<file path="config.mk">
export PLATFORM = sky130hd
export DESIGN_NAME = run_magnitude_class_tokenizer_top
export DESIGN_NICKNAME = d
export VERILOG_FILES = /design/src/sv/rmct_pkg.sv /design/src/sv/rmct_encode.sv /design/src/sv/rmct_out_buf.sv /design/src/sv/run_magnitude_class_tokenizer_top.sv
export SDC_FILE = /design/constraint.sdc
export NUM_CORES = 1
export LEC_CHECK = 0
export BUFFER_PORTS_ARGS = -buffer_cell sky130_fd_sc_hd__buf_2
export CAP_MARGIN = 20
export CORE_MARGIN = 1
export CORE_UTILIZATION = 52
export CTS_BUF_LIST = sky130_fd_sc_hd__clkbuf_8 sky130_fd_sc_hd__clkbuf_16
export DETAILED_ROUTE_END_ITERATION = 16
export PLACE_DENSITY_LB_ADDON = 0.1
export SYNTH_ARGS = -nofsm -noshare
export SYNTH_HDL_FRONTEND = slang
export SYNTH_SLANG_ARGS = --single-unit
</file>
<file path="constraint.sdc">
create_clock -name clk -period 6.3 [get_ports clk]
set_input_delay 0.63 -clock clk [delete_from_list [all_inputs] [get_ports clk]]
set_output_delay 0.63 -clock clk [all_outputs]
set_load 0.05 [all_outputs]
</file>
<file path="src/sv/rmct_pkg.sv">
`default_nettype none
package rmct_pkg;

	localparam int COEFF_WIDTH_DEF = 16;
	localparam int RUN_W = 8;
	localparam int RES_W = 18;
	localparam int CNT_W = 5;
	localparam int SYM_W = 8;
	localparam int MAG_RES_W = 10;
	localparam int MAG_CLIP_ABOVE = 2047;
	localparam logic [RUN_W-1:0] RUN_SPLIT_LEN = 8'd255;

	localparam logic [7:0] RUN_BASE [10] = '{8'd0, 8'd1, 8'd2, 8'd3, 8'd4,
		8'd8, 8'd16, 8'd32, 8'd64, 8'd128};
	localparam logic [2:0] RUN_XBITS [10] = '{3'd0, 3'd0, 3'd0, 3'd0, 3'd2,
		3'd3, 3'd4, 3'd5, 3'd6, 3'd7};
	localparam logic [10:0] MAG_BASE [16] = '{11'd0, 11'd1, 11'd2, 11'd3, 11'd4,
		11'd5, 11'd6, 11'd7, 11'd8, 11'd16, 11'd32, 11'd64, 11'd128, 11'd256,
		11'd512, 11'd1024};
	localparam logic [3:0] MAG_XBITS [16] = '{4'd0, 4'd0, 4'd0, 4'd0, 4'd0,
		4'd0, 4'd0, 4'd0, 4'd3, 4'd4, 4'd5, 4'd6, 4'd7, 4'd8, 4'd9, 4'd10};

	typedef struct packed {
		logic [SYM_W-1:0] symbol;
		logic [RES_W-1:0] residual_value;
		logic [CNT_W-1:0] residual_count;
		logic             magnitude_clipped;
		logic             last;
	} token_t;

	typedef struct packed {
		logic [1:0] n;
		token_t     tok0;
		token_t     tok1;
	} tok_pair_t;

	function automatic logic [3:0] run_class(input logic [RUN_W-1:0] run);
		logic [3:0] c;
		c = 4'd0;
		for (int i = 1; i < 10; i++) begin
			if (run >= RUN_BASE[i]) begin
				c = 4'(i);
			end
		end
		return c;
	endfunction

	function automatic logic [6:0] run_offset(input logic [RUN_W-1:0] run,
		input logic [3:0] rc);
		logic [7:0] d;
		logic [7:0] m;
		d = run - RUN_BASE[rc];
		m = (8'd1 << RUN_XBITS[rc]) - 8'd1;
		return 7'(d & m);
	endfunction

	function automatic token_t run_only_token(input logic [RUN_W-1:0] run);
		token_t t;
		logic [3:0] rc;
		rc = run_class(run);
		t.symbol = {rc, 4'd0};
		t.residual_value = RES_W'(run_offset(run, rc));
		t.residual_count = CNT_W'(RUN_XBITS[rc]);
		t.magnitude_clipped = 1'b0;
		t.last = 1'b0;
		return t;
	endfunction

endpackage
`default_nettype wire

</file>
<file path="src/sv/rmct_encode.sv">
`default_nettype none
module rmct_encode #(
	parameter int COEFF_WIDTH = rmct_pkg::COEFF_WIDTH_DEF
) (
	input  wire logic [COEFF_WIDTH-1:0]     coefficient,
	input  wire logic                       row_end,
	input  wire logic [rmct_pkg::RUN_W-1:0] zero_run,
	output rmct_pkg::tok_pair_t             pair,
	output logic [rmct_pkg::RUN_W-1:0]      zero_run_next
);

	localparam int MW = (COEFF_WIDTH > 12) ? COEFF_WIDTH : 12;

	logic                        is_zero;
	logic                        neg;
	logic [COEFF_WIDTH-1:0]      mag;
	logic [MW-1:0]               mag_ext;
	logic [MW-1:0]               mdiff;
	logic [3:0]                  mc;
	logic [3:0]                  rc;
	logic [3:0]                  mb;
	logic [2:0]                  rb;
	logic [rmct_pkg::MAG_RES_W-1:0] mr;
	logic [6:0]                  rr;
	logic [rmct_pkg::RUN_W:0]    r1;
	logic                        long_run;
	logic [rmct_pkg::RUN_W-1:0]  r2;
	rmct_pkg::token_t            joint;
	rmct_pkg::token_t            long_tok;
	rmct_pkg::token_t            flush_tok;

	always_comb begin
		is_zero = (coefficient == '0);
		neg = coefficient[COEFF_WIDTH-1];
		mag = neg ? (~coefficient + COEFF_WIDTH'(1)) : coefficient;
		mag_ext = MW'(mag);
		mc = 4'd0;
		for (int i = 1; i < 16; i++) begin
			if (mag_ext >= MW'(rmct_pkg::MAG_BASE[i])) begin
				mc = 4'(i);
			end
		end
		mb = rmct_pkg::MAG_XBITS[mc];
		mdiff = mag_ext - MW'(rmct_pkg::MAG_BASE[mc]);
		mr = mdiff[rmct_pkg::MAG_RES_W-1:0]
			& ((rmct_pkg::MAG_RES_W'(1) << mb) - rmct_pkg::MAG_RES_W'(1));

		rc = rmct_pkg::run_class(zero_run);
		rb = rmct_pkg::RUN_XBITS[rc];
		rr = rmct_pkg::run_offset(zero_run, rc);

		joint.symbol = {rc, mc};
		joint.residual_value = rmct_pkg::RES_W'(rr)
			| (rmct_pkg::RES_W'(mr) << rb)
			| (rmct_pkg::RES_W'(neg) << (5'(rb) + 5'(mb)));
		joint.residual_count = 5'(rb) + 5'(mb) + 5'd1;
		joint.magnitude_clipped = (mag_ext > MW'(rmct_pkg::MAG_CLIP_ABOVE));
		joint.last = 1'b1;

		// zero run: split at 256, flush at row end
		r1 = {1'b0, zero_run} + 9'd1;
		long_run = r1[rmct_pkg::RUN_W];
		r2 = long_run ? 8'd1 : r1[rmct_pkg::RUN_W-1:0];
		long_tok = rmct_pkg::run_only_token(rmct_pkg::RUN_SPLIT_LEN);
		flush_tok = rmct_pkg::run_only_token(r2);
		flush_tok.last = 1'b1;

		pair.n = 2'd0;
		pair.tok0 = joint;
		pair.tok1 = flush_tok;
		if (!is_zero) begin
			pair.n = 2'd1;
		end else begin
			case ({long_run, row_end})
				2'b10: begin
					pair.n = 2'd1;
					pair.tok0 = long_tok;
					pair.tok0.last = 1'b1;
				end
				2'b01: begin
					pair.n = 2'd1;
					pair.tok0 = flush_tok;
				end
				2'b11: begin
					pair.n = 2'd2;
					pair.tok0 = long_tok;
				end
				default: begin
					pair.n = 2'd0;
				end
			endcase
		end

		if (is_zero && !row_end) begin
			zero_run_next = r2;
		end else begin
			zero_run_next = '0;
		end
	end

endmodule
`default_nettype wire

</file>
<file path="src/sv/rmct_out_buf.sv">
`default_nettype none
module rmct_out_buf (
	input  wire logic                clk,
	input  wire logic                arst_n,
	input  wire logic                load,
	input  wire rmct_pkg::tok_pair_t pair,
	input  wire logic                out_ready,
	output logic                     out_valid,
	output rmct_pkg::token_t         tok,
	output logic                     can_take
);

	logic             out_v_q;
	logic             pend_v_q;
	rmct_pkg::token_t out_q;
	rmct_pkg::token_t pend_q;
	logic             fill;

	assign can_take = !pend_v_q && (!out_v_q || out_ready);
	assign fill = load && (pair.n != 2'd0);
	assign out_valid = out_v_q;
	assign tok = out_q;

	always_ff @(posedge clk or negedge arst_n) begin
		if (!arst_n) begin
			out_v_q <= 1'b0;
			pend_v_q <= 1'b0;
		end else if (pend_v_q && out_ready) begin
			out_v_q <= 1'b1;
			pend_v_q <= 1'b0;
		end else if (fill) begin
			out_v_q <= 1'b1;
			pend_v_q <= (pair.n == 2'd2);
		end else if (out_ready) begin
			out_v_q <= 1'b0;
		end
	end

	always_ff @(posedge clk) begin
		if (pend_v_q && out_ready) begin
			out_q <= pend_q;
		end else if (fill) begin
			out_q <= pair.tok0;
			pend_q <= pair.tok1;
		end
	end

endmodule
`default_nettype wire

</file>
<file path="src/sv/run_magnitude_class_tokenizer_top.sv">
// channel | signals                                   | dir
// input   | in_valid in_ready coefficient row_end     | in
// output  | out_valid out_ready symbol residual_value | out
//         | residual_count magnitude_clipped last     |
//
// an item is registered on accept in the input register and its tokens then
// reach the output register; one item per cycle when each item makes at most one
// token and out_ready stays high; an item making two tokens holds the next item
// in the input register while the second token waits in the holding register
// reset clears the valid flags and the zero run count
// out_ready low holds the token; in_ready drops while a full input register
// cannot move on
`default_nettype none
module run_magnitude_class_tokenizer_top #(
	parameter int COEFF_WIDTH = rmct_pkg::COEFF_WIDTH_DEF
) (
	input  wire logic                          clk,
	input  wire logic                          arst_n,
	input  wire logic                          in_valid,
	output logic                               in_ready,
	input  wire logic [COEFF_WIDTH-1:0]        coefficient,
	input  wire logic                          row_end,
	output logic                               out_valid,
	input  wire logic                          out_ready,
	output logic [rmct_pkg::SYM_W-1:0]         symbol,
	output logic [rmct_pkg::RES_W-1:0]         residual_value,
	output logic [rmct_pkg::CNT_W-1:0]         residual_count,
	output logic                               magnitude_clipped,
	output logic                               last
);

	logic                       valid_s1;
	logic [COEFF_WIDTH-1:0]     coeff_s1;
	logic                       row_end_s1;
	logic [rmct_pkg::RUN_W-1:0] zero_run_q;
	logic [rmct_pkg::RUN_W-1:0] zero_run_next;
	rmct_pkg::tok_pair_t        pair;
	rmct_pkg::token_t           tok;
	logic                       can_take;
	logic                       advance;

	assign advance = valid_s1 && ((pair.n == 2'd0) || can_take);
	assign in_ready = !valid_s1 || advance;

	always_ff @(posedge clk or negedge arst_n) begin
		if (!arst_n) begin
			valid_s1 <= 1'b0;
			zero_run_q <= '0;
		end else begin
			if (in_ready) begin
				valid_s1 <= in_valid;
			end
			if (advance) begin
				zero_run_q <= zero_run_next;
			end
		end
	end

	always_ff @(posedge clk) begin
		if (in_valid && in_ready) begin
			coeff_s1 <= coefficient;
			row_end_s1 <= row_end;
		end
	end

	rmct_encode #(
		.COEFF_WIDTH(COEFF_WIDTH)
	) u_encode (
		.coefficient  (coeff_s1),
		.row_end      (row_end_s1),
		.zero_run     (zero_run_q),
		.pair         (pair),
		.zero_run_next(zero_run_next)
	);

	rmct_out_buf u_out_buf (
		.clk      (clk),
		.arst_n   (arst_n),
		.load     (advance),
		.pair     (pair),
		.out_ready(out_ready),
		.out_valid(out_valid),
		.tok      (tok),
		.can_take (can_take)
	);

	assign symbol = tok.symbol;
	assign residual_value = tok.residual_value;
	assign residual_count = tok.residual_count;
	assign magnitude_clipped = tok.magnitude_clipped;
	assign last = tok.last;

endmodule
`default_nettype wire

</file>
==> run metrics <==
wire length on met1=8040 um; first-pass GRT wire length=approximately 28000 um; CTS tree=done; IO Port Bufs=between 50 and 60; Buf+Inv Stages, Crit Path=1; largest family of logic cells by synthesized area=simple AND/OR/NAND/NOR gates; Net Sw Power=~0.47 mW; remaining antenna violation count after routing=0; Synth top area share=0.301; die width=113 um; Rel. slew slack=0.252; Finished Layout Cells=just over 900; Post-synth ARST share=0.147; clock sinks=75; DR pass1 iterations=4; CP delay by family, top=compound AO/OA/AOI/OAI gates; area leader, netlist=edfxtp_1; die height=between 100 and 150 um; metal3 WL=roughly 1200 um; min cycle time layout=approximately 5800 ps; worst skew pair latency=~340 ps; overall routing resource usage=0.284; cell at the slowest stage of the critical path=a311oi_4; Synth Area per Inst=just under 9 um^2; CP Max Fanout=10; Clock Tree Root=clkbuf_16; Fin Clk Skew=around 5.7 ps; DRC viols=0; Setup Buffers After CTS=0; Clock transition at path regs=roughly 60 ps; post-synthesis xor/xnor area fraction=0.0490; fmax=about 170 MHz; vias per cell=6.32; critical path required time=roughly 6400 ps; DR top layer=met4; worst path cell trace=inv_1 > ha_1 > nand2b_1 > a31oi_1 > o311ai_0 > a211oi_4 > o31ai_2 > a311oi_4 > ha_1 > nand4_1 > ha_1 > o21a_1 > o21ai_0 > a21oi_1 > o21ai_0 > o2bb2ai_1 > o32a_1 > o211a_1 > a21boi_1 > mux2_2 > o21a_1 > a21oi_1; drt total wl=around 17000 um; number of flops mapped to enable cells by yosys=between 60 and 70; clock network power share=0.331; Synth Cell Area=about 6400 um^2; WS Path Type=reg -> reg; Power Internal=0.958 mW; post-CTS resize count=0; CP arrival=around 5900 ps; Setup WS post-layout=between 400 and 500 ps; slowest stage delay, CP=about 500 ps; Area growth syn-to-layout=10.5%; commonest cells after routing, fill and taps aside=79 x nor2_1, 66 x nand2_1, 64 x edfxtp_1; period utilisation layout=0.923; mux cell area share after synthesis=0.0129; initial core utilization=0.533; Pleak=2.76 nW; worst min-delay path class=in -> async; total grt overflow=0; initial DRC count=441; routed len/inst=roughly 19 um; Synth Flop Type=edfxtp_1; Slew @ Worst Pin=1110 ps; Synth Area in Simple Gates=0.233; Worst Setup End Kind=flop; initial antenna violation count=0; CTS H-tree lvls=3; Fin Setup TNS=0 ps; sw frac=0.329; most common cell after layout, fill and taps aside=nor2_1; placed insts=around 910; number of core rows=40; CTS buffer count=9; GP Congestion=a little over 0.9; io pins=56; largest net degree at the start of global routing=35; final setup vio count=0; post-synthesis sequential area ratio=0.344; Crit path top cell by count=ha_1; Synth cell types=80; Antenna Cells=0; hold buffers post-CTS=0; share of layout cells above drive strength 1=0.140; Fin. Hold Viols=0; clk buf depth=2; Logic pwr share=0.246; RSZ-0062 raised after global routing=no; complex-gate fraction of the synthesized area=0.228; CORE AREA=between 10000 and 15000 um^2; register bit total from synthesis=between 70 and 80; top post-synthesis cells by area=edfxtp_1 30%, ha_1 7.5%, nor2_1 4.6%; detailed placement HPWL=13500 um; status=completed; Max Slew Vio Count=0; Startpoint Class=flop; Yosys warnings=0; Power Density=~200 nW/um^2; DP Worst Slack=around 550 ps; Worst VDD drop=0.176 mV; WL met2=between 7000 and 8000 um; # nets final=roughly 840; vias in the first global route=around 5400; Die ar.=12700 um^2; Cells after Synth=738; part of the power in registers=0.424; vias after detailed routing=~6000; Max-cap violations=0; Synth Area in Adders=0.0871
==> registers in the layout, indices dropped and copies added (netlist names) <==
| name | count |
|---|---|
| u_out_buf.tok | 33 |
| coeff_s1 | 16 |
| u_out_buf.pend_q | 14 |
| zero_run_q | 8 |
| row_end_s1 | 1 |
| u_out_buf.out_valid | 1 |
| u_out_buf.pend_v_q | 1 |
| valid_s1 | 1 |
==> cell families after synthesis <==
kind of cell / count (synthesis)
mux: 8
compound gates: 208
simple gates: 298
other cells: 1
xor+xnor: 34
buf+inv: 72
fa+ha+maj: 42
flops: 75
==> worst register-to-register path: cells and delay by family (launching register included) <==
kind / cells / cell delay [ps]
muxes: 1 / 240
buffers and inverters: 1 / 130
adders and majority gates: 3 / 1070
AOI/OAI and AO/OA: 15 / 3240
and+or+nand+nor: 2 / 410
DFF: 1 / 420
==> worst paths after layout <==
check,depth (start not counted),from,slack [ps],to
worst max-delay path,22,coeff_s1[0],480,u_out_buf.tok[15]
worst min-delay path,1,arst_n,140,zero_run_q[0]
worst max register to register,22,coeff_s1[0],480,u_out_buf.tok[15]
worst min register to register,2,valid_s1,500,valid_s1
max in group asynchronous,1,arst_n,5950,valid_s1
min in group clk,1,coefficient[12],460,coeff_s1[12]
==> per-layer routing <==
layer | up-vias | track usage
met1 | 2779 | 0.411
met3 | 25 | 0.0428
met4 | 0 | 0.0880
li1 | 2822 | -
met5 | - | 0
met2 | 239 | 0.438
==> cells in the mapped netlist (all sizes together) (12+ instances only) <==
master and n:
edfxtp 64, a21oi 46, nor3 27, or3 16, xor2 18, nor2 79, inv 35, o31ai 16
clkbuf 27, a31oi 17, nand3 27, xnor2 16, o21ai 45, nand4 15, ha 38, nand2 66
a21o 12
==> final cells by class <==
type                            instances  area [um^2]
Clock buffer                            9          225
Inverter                               36          135
Tap cell                              147          184
Fill cell                            1072         4910
Timing Repair Buffer                   62          340
Clock inverter                          7         45.0
Sequential cell                        75         2200
Multi-Input combinational cell        592         3930
==> metrics by stage <==
stage               total power [mW]   util  cell area [um^2]  hold WS (ps)
detailed placement             0.958  0.564              6750           496
floorplan                      0.873      -              6380           334
global route                    1.48  0.590              7050           158
CTS                             1.43  0.587              7020           144
finish                          1.43  0.590              7050           142
global placement               0.953  0.563              6740           492
==> power groups by stage <==
| stage | Combinational, mW | Sequential [mW] | Clock, mW |
|---|---|---|---|
| 6_report | 0.351 | 0.605 | 0.472 |
| 5_1_grt | 0.378 | 0.609 | 0.498 |
| 4_1_cts | 0.344 | 0.605 | 0.479 |
| 3_5_place_dp | 0.343 | 0.615 | 0 |
| 3_3_place_gp | 0.340 | 0.613 | 0 |
| 2_1_floorplan | 0.196 | 0.677 | 0 |
No activity file was read; power rests on OpenSTA's default activity.
